==> src/sv/jpeg_exif_segment_extractor_top_macros.svh <==
// assertion helpers for the exif segment extractor
`ifndef JPEG_EXIF_SEGMENT_EXTRACTOR_TOP_MACROS_SVH
`define JPEG_EXIF_SEGMENT_EXTRACTOR_TOP_MACROS_SVH

// same-cycle implication, ignored while reset is high
`define JESX_ASSERT_NOW(label, clk, rst, ante, cons, msg) \
   label: assert property (@(posedge clk) disable iff (rst) (ante) |-> (cons)) else $error(msg);

// next-cycle implication, checked through reset as well
`define JESX_ASSERT_NEXT(label, clk, ante, cons, msg) \
   label: assert property (@(posedge clk) (ante) |=> (cons)) else $error(msg);

`endif

==> src/sv/jesx_pkg.sv <==
package jesx_pkg;

   typedef struct packed {
      logic [7:0] data_byte;
      logic       file_start;
      logic       stream_end;
   } req_type;

   typedef struct packed {
      logic [7:0] out_byte;
      logic       last;
      logic [1:0] status;
   } rsp_type;

   localparam logic [1:0] STATUS_SEG       = 2'd0;
   localparam logic [1:0] STATUS_NOT_FOUND = 2'd1;
   localparam logic [1:0] STATUS_TRUNCATED = 2'd2;

   // work codes handed from the parser to the result generator
   localparam logic [2:0] CMD_NONE  = 3'd0;
   localparam logic [2:0] CMD_BYTE  = 3'd1;
   localparam logic [2:0] CMD_FAIL  = 3'd2;
   localparam logic [2:0] CMD_TRUNC = 3'd3;
   localparam logic [2:0] CMD_BURST = 3'd4;

   localparam logic [7:0] MARK_FILL = 8'hFF;
   localparam logic [7:0] MARK_SOI  = 8'hD8;
   localparam logic [7:0] MARK_EOI  = 8'hD9;
   localparam logic [7:0] MARK_SOS  = 8'hDA;
   localparam logic [7:0] MARK_APP1 = 8'hE1;

   localparam int SIG_LEN   = 6;
   localparam int BURST_LEN = 10;

   typedef struct packed {
      logic        pre_trunc;
      logic [2:0]  kind;
      logic [7:0]  byte_val;
      logic [15:0] length_word;
      logic        last;
   } cmd_type;

   function automatic logic [7:0] exif_sig_byte(input logic [2:0] idx);
      logic [7:0] val;
      unique case (idx)
         3'd0:    val = 8'h45;
         3'd1:    val = 8'h78;
         3'd2:    val = 8'h69;
         3'd3:    val = 8'h66;
         default: val = 8'h00;
      endcase
      return val;
   endfunction

endpackage

==> src/sv/jpeg_exif_segment_extractor_top.sv <==
// Exif APP1 extractor: takes one JPEG file byte per cycle and returns the Exif segment byte
// by byte, or one status word when no segment is found or a segment is cut short. The parser
// takes a byte in every cycle that its work queue (CMD_DEPTH entries) has room; the result
// side delivers one result per cycle while results are popped, so a confirmed signature,
// which yields ten results at once, drains from the queue while the parser keeps taking
// bytes until the queue fills. When nothing is queued ahead, a result passes through the
// work queue and then the output register before it reaches the result ports.
`include "jpeg_exif_segment_extractor_top_macros.svh"

module jpeg_exif_segment_extractor_top
   import jesx_pkg::*;
#(
   parameter int CMD_DEPTH = 4
) (
   input  logic    clock,
   input  logic    reset,
   input  logic    req_push,
   output logic    req_full,
   input  req_type req_data,
   output logic    rsp_empty,
   input  logic    rsp_pop,
   output rsp_type rsp_data
);

   logic    accept;
   logic    cmd_push;
   cmd_type cmd;
   logic    head_valid;
   cmd_type head;
   logic    head_pop;

   assign accept = req_push && !req_full;

   jesx_front u_front (
      .clock    (clock),
      .reset    (reset),
      .accept   (accept),
      .item     (req_data),
      .cmd_push (cmd_push),
      .cmd      (cmd)
   );

   jesx_cmd_fifo #(.DEPTH(CMD_DEPTH)) u_fifo (
      .clock      (clock),
      .reset      (reset),
      .push       (cmd_push),
      .push_data  (cmd),
      .full       (req_full),
      .pop        (head_pop),
      .head_valid (head_valid),
      .head       (head)
   );

   jesx_back u_back (
      .clock      (clock),
      .reset      (reset),
      .head_valid (head_valid),
      .head       (head),
      .head_pop   (head_pop),
      .rsp_empty  (rsp_empty),
      .rsp_pop    (rsp_pop),
      .rsp_data   (rsp_data)
   );

   `JESX_ASSERT_NOW(a_status_code, clock, reset, !rsp_empty, rsp_data.status != 2'd3, "bad status code")
   `JESX_ASSERT_NOW(a_status_form, clock, reset, !rsp_empty && rsp_data.status != STATUS_SEG, rsp_data.last && rsp_data.out_byte == 8'h00, "status result not final or not zero")
   `JESX_ASSERT_NEXT(a_reset_empty, clock, reset, rsp_empty, "results pending after reset")

endmodule

==> src/sv/jesx_front.sv <==
module jesx_front
   import jesx_pkg::*;
(
   input  logic    clock,
   input  logic    reset,
   input  logic    accept,
   input  req_type item,
   output logic    cmd_push,
   output cmd_type cmd
);

   localparam logic [3:0] PH_IDLE = 4'd0;
   localparam logic [3:0] PH_SOI1 = 4'd1;
   localparam logic [3:0] PH_SOI2 = 4'd2;
   localparam logic [3:0] PH_HUNT = 4'd3;
   localparam logic [3:0] PH_MARK = 4'd4;
   localparam logic [3:0] PH_LENH = 4'd5;
   localparam logic [3:0] PH_LENL = 4'd6;
   localparam logic [3:0] PH_SKIP = 4'd7;
   localparam logic [3:0] PH_SIG  = 4'd8;
   localparam logic [3:0] PH_EMIT = 4'd9;
   localparam logic [3:0] PH_DONE = 4'd10;

   logic [3:0]  phase_ff, phase_in, phase_eff;
   logic [15:0] length_ff, length_in;
   logic [15:0] bytes_ff, bytes_in;
   logic [7:0]  marker_ff, marker_in;
   logic [2:0]  sig_ff, sig_in;
   logic [15:0] bl_dec, lw_full, lw_m2;
   logic [7:0]  b;
   logic        pre;
   logic [2:0]  kind;
   logic        last;

   assign b       = item.data_byte;
   assign bl_dec  = bytes_ff - 16'd1;
   assign lw_full = {length_ff[15:8], b};
   assign lw_m2   = lw_full - 16'd2;

   always_comb begin
      phase_eff = item.file_start ? PH_SOI1 : phase_ff;
      pre       = item.file_start && (phase_ff == PH_EMIT);
      phase_in  = phase_eff;
      length_in = length_ff;
      bytes_in  = bytes_ff;
      marker_in = marker_ff;
      sig_in    = sig_ff;
      kind      = CMD_NONE;
      last      = 1'b0;
      if (item.stream_end) begin
         if (phase_eff == PH_EMIT) begin
            kind = CMD_TRUNC;
         end else if (phase_eff != PH_IDLE && phase_eff != PH_DONE) begin
            kind = CMD_FAIL;
         end
         phase_in = (phase_eff == PH_IDLE) ? PH_IDLE : PH_DONE;
      end else begin
         unique case (phase_eff)
            PH_SOI1: begin
               if (b == MARK_FILL) phase_in = PH_SOI2;
               else begin
                  kind     = CMD_FAIL;
                  phase_in = PH_DONE;
               end
            end
            PH_SOI2: begin
               if (b == MARK_SOI) phase_in = PH_HUNT;
               else begin
                  kind     = CMD_FAIL;
                  phase_in = PH_DONE;
               end
            end
            PH_HUNT: begin
               if (b == MARK_FILL) phase_in = PH_MARK;
            end
            PH_MARK: begin
               priority if (b == MARK_FILL) begin
                  phase_in = PH_MARK;
               end else if (b == MARK_SOI) begin
                  phase_in = PH_HUNT;
               end else if (b == MARK_EOI || b == MARK_SOS) begin
                  kind     = CMD_FAIL;
                  phase_in = PH_DONE;
               end else begin
                  marker_in = b;
                  phase_in  = PH_LENH;
               end
            end
            PH_LENH: begin
               length_in = {b, 8'h00};
               phase_in  = PH_LENL;
            end
            PH_LENL: begin
               length_in = lw_full;
               if (lw_full < 16'd2) begin
                  kind     = CMD_FAIL;
                  phase_in = PH_DONE;
               end else begin
                  bytes_in = lw_m2;
                  sig_in   = 3'd0;
                  priority if (lw_m2 == 16'd0) phase_in = PH_HUNT;
                  else if (marker_ff == MARK_APP1 && lw_m2 >= 16'(SIG_LEN)) phase_in = PH_SIG;
                  else phase_in = PH_SKIP;
               end
            end
            PH_SKIP: begin
               bytes_in = bl_dec;
               if (bl_dec == 16'd0) phase_in = PH_HUNT;
            end
            PH_SIG: begin
               bytes_in = bl_dec;
               if (b != exif_sig_byte(sig_ff)) begin
                  phase_in = (bl_dec == 16'd0) ? PH_HUNT : PH_SKIP;
               end else begin
                  sig_in = sig_ff + 3'd1;
                  if (sig_ff == 3'(SIG_LEN - 1)) begin
                     kind     = CMD_BURST;
                     last     = (bl_dec == 16'd0);
                     phase_in = (bl_dec == 16'd0) ? PH_DONE : PH_EMIT;
                  end
               end
            end
            PH_EMIT: begin
               bytes_in = bl_dec;
               kind     = CMD_BYTE;
               last     = (bl_dec == 16'd0);
               if (bl_dec == 16'd0) phase_in = PH_DONE;
            end
            default: begin
               phase_in = phase_eff;
            end
         endcase
      end
   end

   assign cmd_push        = accept && (pre || kind != CMD_NONE);
   assign cmd.pre_trunc   = pre;
   assign cmd.kind        = kind;
   assign cmd.byte_val    = b;
   assign cmd.length_word = length_ff;
   assign cmd.last        = last;

   always_ff @(posedge clock) begin
      if (reset) begin
         phase_ff  <= PH_IDLE;
         length_ff <= '0;
         bytes_ff  <= '0;
         marker_ff <= '0;
         sig_ff    <= '0;
      end else if (accept) begin
         phase_ff  <= phase_in;
         length_ff <= length_in;
         bytes_ff  <= bytes_in;
         marker_ff <= marker_in;
         sig_ff    <= sig_in;
      end
   end

endmodule

==> src/sv/jesx_cmd_fifo.sv <==
module jesx_cmd_fifo
   import jesx_pkg::*;
#(
   parameter int DEPTH = 4
) (
   input  logic    clock,
   input  logic    reset,
   input  logic    push,
   input  cmd_type push_data,
   output logic    full,
   input  logic    pop,
   output logic    head_valid,
   output cmd_type head
);

   localparam int AW = (DEPTH > 1) ? $clog2(DEPTH) : 1;
   localparam int CW = $clog2(DEPTH + 1);

   cmd_type        mem_ff [DEPTH];
   logic [AW-1:0]  wr_ptr_ff, wr_ptr_in;
   logic [AW-1:0]  rd_ptr_ff, rd_ptr_in;
   logic [CW-1:0]  count_ff, count_in;
   logic           do_push, do_pop;

   assign full       = (count_ff == CW'(DEPTH));
   assign head_valid = (count_ff != '0);
   assign head       = mem_ff[rd_ptr_ff];
   assign do_push    = push && !full;
   assign do_pop     = pop && head_valid;

   always_comb begin
      wr_ptr_in = wr_ptr_ff;
      rd_ptr_in = rd_ptr_ff;
      count_in  = count_ff;
      if (do_push) wr_ptr_in = (wr_ptr_ff == AW'(DEPTH - 1)) ? '0 : wr_ptr_ff + AW'(1);
      if (do_pop)  rd_ptr_in = (rd_ptr_ff == AW'(DEPTH - 1)) ? '0 : rd_ptr_ff + AW'(1);
      if (do_push && !do_pop) count_in = count_ff + CW'(1);
      else if (do_pop && !do_push) count_in = count_ff - CW'(1);
   end

   always_ff @(posedge clock) begin
      if (do_push) mem_ff[wr_ptr_ff] <= push_data;
   end

   always_ff @(posedge clock) begin
      if (reset) begin
         wr_ptr_ff <= '0;
         rd_ptr_ff <= '0;
         count_ff  <= '0;
      end else begin
         wr_ptr_ff <= wr_ptr_in;
         rd_ptr_ff <= rd_ptr_in;
         count_ff  <= count_in;
      end
   end

endmodule

==> src/sv/jesx_back.sv <==
module jesx_back
   import jesx_pkg::*;
(
   input  logic    clock,
   input  logic    reset,
   input  logic    head_valid,
   input  cmd_type head,
   output logic    head_pop,
   output logic    rsp_empty,
   input  logic    rsp_pop,
   output rsp_type rsp_data
);

   logic [3:0] sub_ff, sub_in;
   logic [3:0] idx;
   logic       valid_ff, valid_in;
   rsp_type    out_ff, out_in, gen;
   logic       done;
   logic       load;
   logic       taken;

   assign idx = sub_ff - {3'b000, head.pre_trunc};

   // result for the current step of the head command
   always_comb begin
      gen  = '{out_byte: 8'h00, last: 1'b1, status: STATUS_NOT_FOUND};
      done = 1'b1;
      if (head.pre_trunc && sub_ff == 4'd0) begin
         gen.status = STATUS_TRUNCATED;
         done       = (head.kind == CMD_NONE);
      end else begin
         unique case (head.kind)
            CMD_BYTE: begin
               gen = '{out_byte: head.byte_val, last: head.last, status: STATUS_SEG};
            end
            CMD_FAIL: begin
               gen.status = STATUS_NOT_FOUND;
            end
            CMD_TRUNC: begin
               gen.status = STATUS_TRUNCATED;
            end
            CMD_BURST: begin
               gen.status = STATUS_SEG;
               gen.last   = head.last && (idx == 4'(BURST_LEN - 1));
               done       = (idx == 4'(BURST_LEN - 1));
               unique case (idx)
                  4'd0:    gen.out_byte = MARK_FILL;
                  4'd1:    gen.out_byte = MARK_APP1;
                  4'd2:    gen.out_byte = head.length_word[15:8];
                  4'd3:    gen.out_byte = head.length_word[7:0];
                  default: gen.out_byte = exif_sig_byte(3'(idx - 4'd4));
               endcase
            end
            default: begin
               done = 1'b1;
            end
         endcase
      end
   end

   assign taken    = rsp_pop && valid_ff;
   assign load     = head_valid && (!valid_ff || taken);
   assign head_pop = load && done;

   always_comb begin
      sub_in   = sub_ff;
      valid_in = valid_ff;
      out_in   = out_ff;
      if (load) begin
         out_in   = gen;
         valid_in = 1'b1;
         sub_in   = done ? 4'd0 : sub_ff + 4'd1;
      end else if (taken) begin
         valid_in = 1'b0;
      end
   end

   always_ff @(posedge clock) begin
      if (reset) begin
         sub_ff   <= '0;
         valid_ff <= 1'b0;
      end else begin
         sub_ff   <= sub_in;
         valid_ff <= valid_in;
      end
   end

   always_ff @(posedge clock) begin
      out_ff <= out_in;
   end

   assign rsp_empty = !valid_ff;
   assign rsp_data  = out_ff;

endmodule

==> config.mk <==
export PLATFORM = sky130hd
export DESIGN_NAME = jpeg_exif_segment_extractor_top
export DESIGN_NICKNAME = d
export VERILOG_FILES = /design/src/sv/jesx_pkg.sv /design/src/sv/jpeg_exif_segment_extractor_top.sv /design/src/sv/jesx_front.sv /design/src/sv/jesx_cmd_fifo.sv /design/src/sv/jesx_back.sv
export VERILOG_INCLUDE_DIRS = /design/src /design/src/sv
export SDC_FILE = /design/constraint.sdc
export NUM_CORES = 1
export LEC_CHECK = 0
export BUFFER_PORTS_ARGS = -buffer_cell sky130_fd_sc_hd__buf_2
export CAP_MARGIN = 20
export CORE_MARGIN = 10
export CORE_UTILIZATION = 55
export CTS_CLUSTER_SIZE = 20
export DETAILED_ROUTE_END_ITERATION = 16
export GPL_TIMING_DRIVEN = 0
export PLACE_DENSITY = 0.77
export SYNTH_ARGS = -nofsm -noshare
export SYNTH_HDL_FRONTEND = slang
export SYNTH_SLANG_ARGS = --single-unit
==> constraint.sdc <==
create_clock -name clock -period 4.02 [get_ports clock]
set_input_delay 0.402 -clock clock [delete_from_list [all_inputs] [get_ports clock]]
set_output_delay 0.402 -clock clock [all_outputs]
set_load 0.02 [all_outputs]
==> Word level (Yosys, flattened, before mapping) <==
Memory sizes are Yosys's and may differ from the RTL's. A register that Yosys moved wholly into a read port is not among the register bits.
Cells that the tools add are included.
{ "totals": {"ff_bits": 70, "latchBits": 0, "ramBits": 116, "rom_bits": 0, "inputBits": 14, "output_inout_bits": 13, "mem_count": 1} }
{ "mem_list": {"columns": ["name", "words", "width", "read_ports", "rd_ports_with_merged_regs", "write_ports", "line_no", "text"], "rows": [
  ["u_fifo.mem_ff", 4, 29, 1, 1, 1, "jesx_cmd_fifo.sv:19", "cmd_type mem_ff [DEPTH];"]
]} }
{ "op_classes": {"n_addsub": 10, "mul": 0, "n_div": 0, "order_cmp": 2, "n_eq_ne": 36, "shifts": 0, "n_mux": 61, "bitwise_logic": 5, "n_reduce_logical": 44} }
{ "op_table": {"columns": ["op", "count"], "rows": [
  ["2-to-1 mux 4 bit", 17],
  ["case mux 16 bit (2 select lines)", 2],
  ["case mux 7 bit (4 select lines)", 2],
  ["== test 8 bit (second input constant)", 5],
  ["case mux 4 bit (9 select lines)", 1],
  ["2-to-1 mux 3 bit", 11],
  ["zero test 16 bit", 2],
  ["case mux 8 bit (4 select lines)", 1],
  ["2-to-1 mux 2 bit", 10],
  ["case mux 3 bit (6 select lines)", 1],
  ["case mux 9 bit (2 select lines)", 1],
  ["== test 4 x 2 -> 1 bit (second input constant)", 4],
  ["== test 4 x 3 -> 1 bit (second input constant)", 4],
  ["== test 4 bit (second input constant)", 4],
  ["greater-or-equal comparator 16 x 3 -> 1 bit (second input constant)", 1],
  ["< comparator 16 x 2 -> 1 bit (second input constant)", 1],
  ["2-to-1 mux 16 bit", 1],
  ["2-to-1 mux 8 bit", 2],
  ["subtractor 16 x 1 -> 16 bit (second input constant)", 1],
  ["subtractor 16 x 2 -> 16 bit (second input constant)", 1],
  ["== test 3 x 2 -> 1 bit (second input constant)", 5],
  ["logical AND 1 bit", 14],
  ["zero test 4 bit", 3],
  ["nonzero test 2 bit", 5],
  ["29 further kinds", 59]
]} }

==> Logic depth before layout (Yosys ltp) <==
{ "depth": {"word_depth": 16, "mapped_depth": 15} }

==> Modules after synthesis <==
A second synthesis with hierarchy kept.
{ "hier_totals": {"cells_unflattened": 844, "hier_area_um2": 9669.3} }
{ "by_module_without_submodules": {"columns": ["module", "instances", "cells_per_inst", "area_each_um2"], "rows": [
  ["jesx_cmd_fifo", 1, 201, 4702.0],
  ["jesx_front", 1, 503, 3641.0],
  ["jesx_back", 1, 139, 1312.5],
  ["jpeg_exif_segment_extractor_top", 1, 1, 13.8]
]} }

==> Least setup slack after synthesis <==
No wires, ideal clock.
{ "synth_timing": {"path_type": "reg2reg", "startpoint": "register u_front.sig_ff[1]", "endpoint": "register u_fifo.count_ff[2]", "setup_ns": 0.070, "arrival_time_ns": 3.309, "required_ns": 3.950, "setup_slack_ns": 0.640, "stages_incl_launch_ff": 14, "path_buffers": 0, "cell_sequence": "dfxtp_1 -> inv_1 -> ha_1 -> or3_1 -> a21oi_1 -> o221ai_1 -> or4_4 -> a31oi_4 -> ha_1 -> inv_1 -> fa_1 -> xor2_1 -> or3_1 -> a21oi_1"} }
{ "synth_via": {"elab_chain_cells": 15, "elab_cells_between_ends": 22, "cone_classes": "eq/ne: 5; mux: 8; reduce/logical: 9"} }
{ "synth_lines": {"columns": ["item", "line_no", "text"], "rows": [
  ["start, declared", "jesx_front.sv:28", "logic [2:0] sig_ff, sig_in;"],
  ["start signal, assigned", "jesx_front.sv:155", "sig_ff <= sig_in;"],
  ["== test 3 x 2 -> 1 bit, or another cell as far along", "jesx_pkg.sv:45", "unique case (idx)"],
  ["case mux 7 bit (4 select lines)", "jesx_pkg.sv:45", null],
  ["2-to-1 mux 8 bit", "jesx_front.sv:58", "unique case (phase_eff)"],
  ["2-to-1 mux 8 bit", "jesx_front.sv:50", "if (item.stream_end) begin"],
  ["!= test 8 bit", "jesx_front.sv:112", "if (b != exif_sig_byte(sig_ff)) begin"],
  ["2-to-1 mux 3 bit (*)", "jesx_front.sv:112", null],
  ["case mux 3 bit (6 select lines) (*)", "jesx_front.sv:58", null],
  ["2-to-1 mux 3 bit (*)", "jesx_front.sv:50", null],
  ["nonzero test 3 bit (*)", "jesx_front.sv:136", "assign cmd_push = accept && (pre || kind != CMD_NONE);"],
  ["logical OR 1 bit (*)", "jesx_front.sv:136", null],
  ["logical AND 1 bit (*)", "jesx_front.sv:136", null],
  ["logical AND 1 bit (*)", "jesx_cmd_fifo.sv:28", "assign do_push = push && !full;"],
  ["via u_fifo.do_push", "jesx_cmd_fifo.sv:23", "logic do_push, do_pop;"],
  ["zero test 1 bit", "jesx_cmd_fifo.sv:38", "else if (do_pop && !do_push) count_in = count_ff - CW'(1);"],
  ["logical AND 1 bit", "jesx_cmd_fifo.sv:38", null],
  ["nonzero test 2 bit (no line)", null, null],
  ["end signal, assigned", "jesx_cmd_fifo.sv:53", "count_ff <= count_in;"],
  ["end, declared", "jesx_cmd_fifo.sv:22", "logic [CW-1:0] count_ff, count_in;"]
]} }
The timed path passes the listed nets; every way through them passes the cells marked *. The select of a mux whose other input is x is not followed.
A chain may end at the register's enable or synchronous reset.

==> Worst setup path after layout <==
Same ends and word-level chain as after synthesis.

==> results.py <==
metrics = {
    "cells_and_area": {
        "layout.cells.non_filler": 1094,
        "layout_common_cells": "127 x edfxtp_1, 71 x nor2_1, 61 x dfxtp_1, 54 x nand2_1, 44 x a21oi_1",
        "antennaDiodeCount": 0,
        "final_common_cell": "edfxtp_1",
        "nets": 894,
        "layout-drive-gt1-share_pct": 15.7,
        "area_growth_pct": 11.4,
    },
    "setup_path": {
        "r2r_end": "u_fifo.count_ff[2]$_SDFFE_PP0P_",
        "startpoint_type": "register",
        "max_stage_delay_ns": 0.62,
        "rrSetupSlack_ns": 0.24,
        "r2r_cells": 13,
        "r2r-start": "u_front.sig_ff[1]$_SDFFE_PP0P_",
        "end_kind": "register",
        "arrival_ns": 4.14,
        "critical_path.max_fanout": 7,
        "crit_chain": "inv_1, ha_1, or3_1, a21oi_1, o221ai_1, or4_4, a31oi_4, ha_1, inv_1, fa_1, xor2_1, or3_1, a21oi_1",
        "crit_slowest_cell": "or4_4",
        "crit_required_ns": 4.38,
        "worstSetupPathType": "register to register",
    },
    "clock_network": {
        "cts_sinks": 188,
        "cts_max_level": 4,
        "cts_tree": "done",
        "cts-root-buf": "clkbuf_16",
        "path_clk_slew_ns": 0.07,
        "clockBufferDepth": 2,
        "postCtsHoldBufs": 0,
        "cts_made_buffers": 17,
        "insertion_delay_ns": 0.44,
    },
    "floorplan": {
        "io_pins": 27,
        "die_h_um": 150,
        "core_um2": 16600,
        "die-area_um2": 22500,
        "placementRows": 47,
        "die_x_um": 150,
        "initial_core_util_pct": 56.1,
    },
    "synthesis": {
        "synthCells": 811,
        "synthArstFlopShare_pct": 0,
        "synth_edf_count": 127,
        "synth-main-ff-cell": "edfxtp_1",
        "syn_area_per_cell_um2": 11.5,
        "ys_ff_latch": 188,
        "seq_area_frac_synth_pct": 54.1,
        "syn_nets": 844,
        "yosys_warnings": 0,
        "synthDistinctLibCells": 80,
        "synth.cell_area_um2": 9310,
    },
    "timing": {
        "min_period_over_period_pct": 94.0,
        "final-setup-viol-count": 0,
        "tns_ns": 0,
        "timing.hold.ws_ns": 0.236,
        "max_slew.worst_pin.slew_ns": 0.981,
        "max_slew_margin_pct": 34.6,
        "slew_viol_final": 0,
        "period_minus_slack_ns": 3.78,
        "rsz0062_at_grt": "no",
        "fmax_ghz": 0.265,
        "finalClockSkew_ns": 0.0131,
        "finalHoldViolCount": 0,
    },
    "placement": {
        "port_buffers": 26,
        "dp_cells": 1060,
        "dp.final_hpwl_mm": 16.7,
        "globalplace.congestion": 0.951,
    },
    "power": {
        "ir_worst_vdd_mv": 0.317,
        "power_density_nw_per_um2": 523,
        "leakagePower_nw": 3.46,
        "p_total_mw": 5.42,
    },
    "run_status": {
        "status": "finished, final reports clean",
    },
    "flow_run": {
        "max-cap-violations": 0,
    },
    "global_routing": {
        "grt_pass1_wl_mm": 36.5,
        "grt_max_degree": 30,
        "grt_pass1_vias": 6557,
        "antenna_found_initial": 0,
        "grt_overflow": 0,
        "grt_util_all_layers_pct": 21.0,
    },
    "worst_hold_path": {
        "min_from": "req_data[3]",
        "min_to": "u_fifo.mem_ff[3][18]$_DFFE_PP_",
        "hold_depth": 1,
        "min_path_type": "primary input to register",
    },
    "detailed_routing": {
        "wl_per_cell_um": 21.1,
        "drc": 0,
        "viasPerCell": 6.30,
        "dr.first_iter.drc_count": 711,
        "ant_nets": 0,
        "dr_total_vias": 6889,
        "wl_mm": 23.1,
        "dr.pass1.iters": 5,
    },
}
## worst max path at each step
stage | startpoint | endpoint | slack, ns | cells after the start
final | u_front.sig_ff[1]$_SDFFE_PP0P_ | u_fifo.count_ff[2]$_SDFFE_PP0P_ | 0.24 | 13
after floorplan | u_front.sig_ff[1]$_SDFFE_PP0P_ | u_fifo.count_ff[2]$_SDFFE_PP0P_ | 0.64 | 13
after CTS | u_front.sig_ff[1]$_SDFFE_PP0P_ | u_fifo.count_ff[2]$_SDFFE_PP0P_ | 0.21 | 13
after global routing | u_front.sig_ff[1]$_SDFFE_PP0P_ | u_fifo.count_ff[2]$_SDFFE_PP0P_ | 0.05 | 13
after detailed placement | u_front.sig_ff[1]$_SDFFE_PP0P_ | u_fifo.count_ff[2]$_SDFFE_PP0P_ | 0.22 | 13
after global placement | req_data[8] | u_fifo.mem_ff[0][18]$_DFFE_PP_ | -0.01 | 7
## worst max-delay path: cells and delay by family (launching register included)
kind	cells	cell delay, ns
AND/OR/NAND/NOR	3	1.29
flip-flops	1	0.40
XOR/XNOR	1	0.18
adder cells (fa/ha/maj)	3	0.89
buffers and inverters	2	0.14
AO/OA/AOI/OAI	4	0.80
## cell type report
class / instances / area, µm²
clock buffer: 20 / 457
sequential: 188 / 5030
multi-input combinational: 542 / 3940
fill: 1311 / 6220
timing repair buffer: 31 / 215
tap: 220 / 275
clock inverter: 12 / 105
inverter: 32 / 120
buffer: 49 / 220
## cell families after synthesis
group / Yosys count / share of synthesized area [%]
AND/OR/NAND/NOR: 278 / 15.9
multiplexers: 44 / 8.64
AO/OA/AOI/OAI: 176 / 12.7
flip-flops: 188 / 54.1
XOR/XNOR: 25 / 2.35
buffers and inverters: 81 / 3.66
adder cells (fa/ha/maj): 19 / 2.63
## sequential cells by signal (all words and copies together) (netlist names), named ones only
| name | count |
|---|---|
| u_fifo.count_ff | 3 |
| u_front.bytes_ff | 16 |
| u_front.phase_ff | 4 |
| u_fifo.wr_ptr_ff | 2 |
| u_back.rsp_data | 11 |
| u_back.sub_ff | 4 |
| u_fifo.rd_ptr_ff | 2 |
| u_front.marker_ff | 8 |
| u_front.sig_ff | 3 |
| u_front.length_ff | 16 |
| u_fifo.mem_ff | 116 |
| u_back.valid_ff | 1 |
## timing repair
action	in CTS	in global routing
gates resized for setup	0	0
setup endpoints to repair	0	13
hold endpoints to repair	0	0
buffers inserted	0	2
## metrics by stage
stage / worst slack, ns / instance area, µm² / utilization [%]
global route: 0.0487 / 10400 / 62.5
global placement: -0.0119 / 9710 / 58.6
floorplan: 0.640 / 9310 / -
detailed placement: 0.219 / 9790 / 59.0
CTS: 0.208 / 10400 / 62.4
finish: 0.241 / 10400 / 62.5
## Yosys cell counts (3+ instances only)
cell	instances	area, µm²
a21o_1	3	22.5
dfxtp_1	61	1220
nor3_1	32	160
nand2_1	54	203
nand2b_1	14	87.6
buf_2	17	85.1
buf_1	3	11.3
nand4_1	7	43.8
a211oi_1	7	52.6
nor3b_1	3	22.5
xor2_1	13	114
edfxtp_1	127	3810
clkbuf_1	27	101
a211o_1	3	26.3
a21oi_1	45	225
nand3b_1	5	37.5
mux2i_1	14	140
o21ai_0	40	200
nand3_1	25	125
ha_1	18	225
o21a_1	5	37.5
nor2b_1	5	31.3
nor4b_1	3	26.3
and2_1	9	56.3
or2_1	3	18.8
o22ai_1	5	31.3
xnor2_1	12	105
o31ai_1	9	67.6
or2_2	5	31.3
nor2_1	71	267
a221oi_1	4	35.0
and3_1	4	25.0
mux4_2	29	653
or4_1	7	52.6
o311ai_0	3	26.3
or3_1	10	62.6
o21ai_1	3	15.0
inv_1	31	116
a22oi_1	15	113
o211ai_1	6	45.0
## power by group
| group | switching [mW] | internal (mW) |
|---|---|---|
| Clock | 0.753 | 0.844 |
| Sequential | 0.0734 | 2.27 |
| Combinational | 0.924 | 0.559 |
## per-layer routing
layer / wire [µm] / vias up / GRT usage (%) / share of wire, %
met1: 9300 / 3355 / 26.5 / 40
li1: - / 3166 / - / -
met3: 1710 / 45 / 4.50 / 7.4
met2: 11400 / 323 / 34.6 / 49
met5: 0 / - / 0 / 0
met4: 686 / 0 / 8.50 / 3.0
Power figures use the tool's default switching activity.
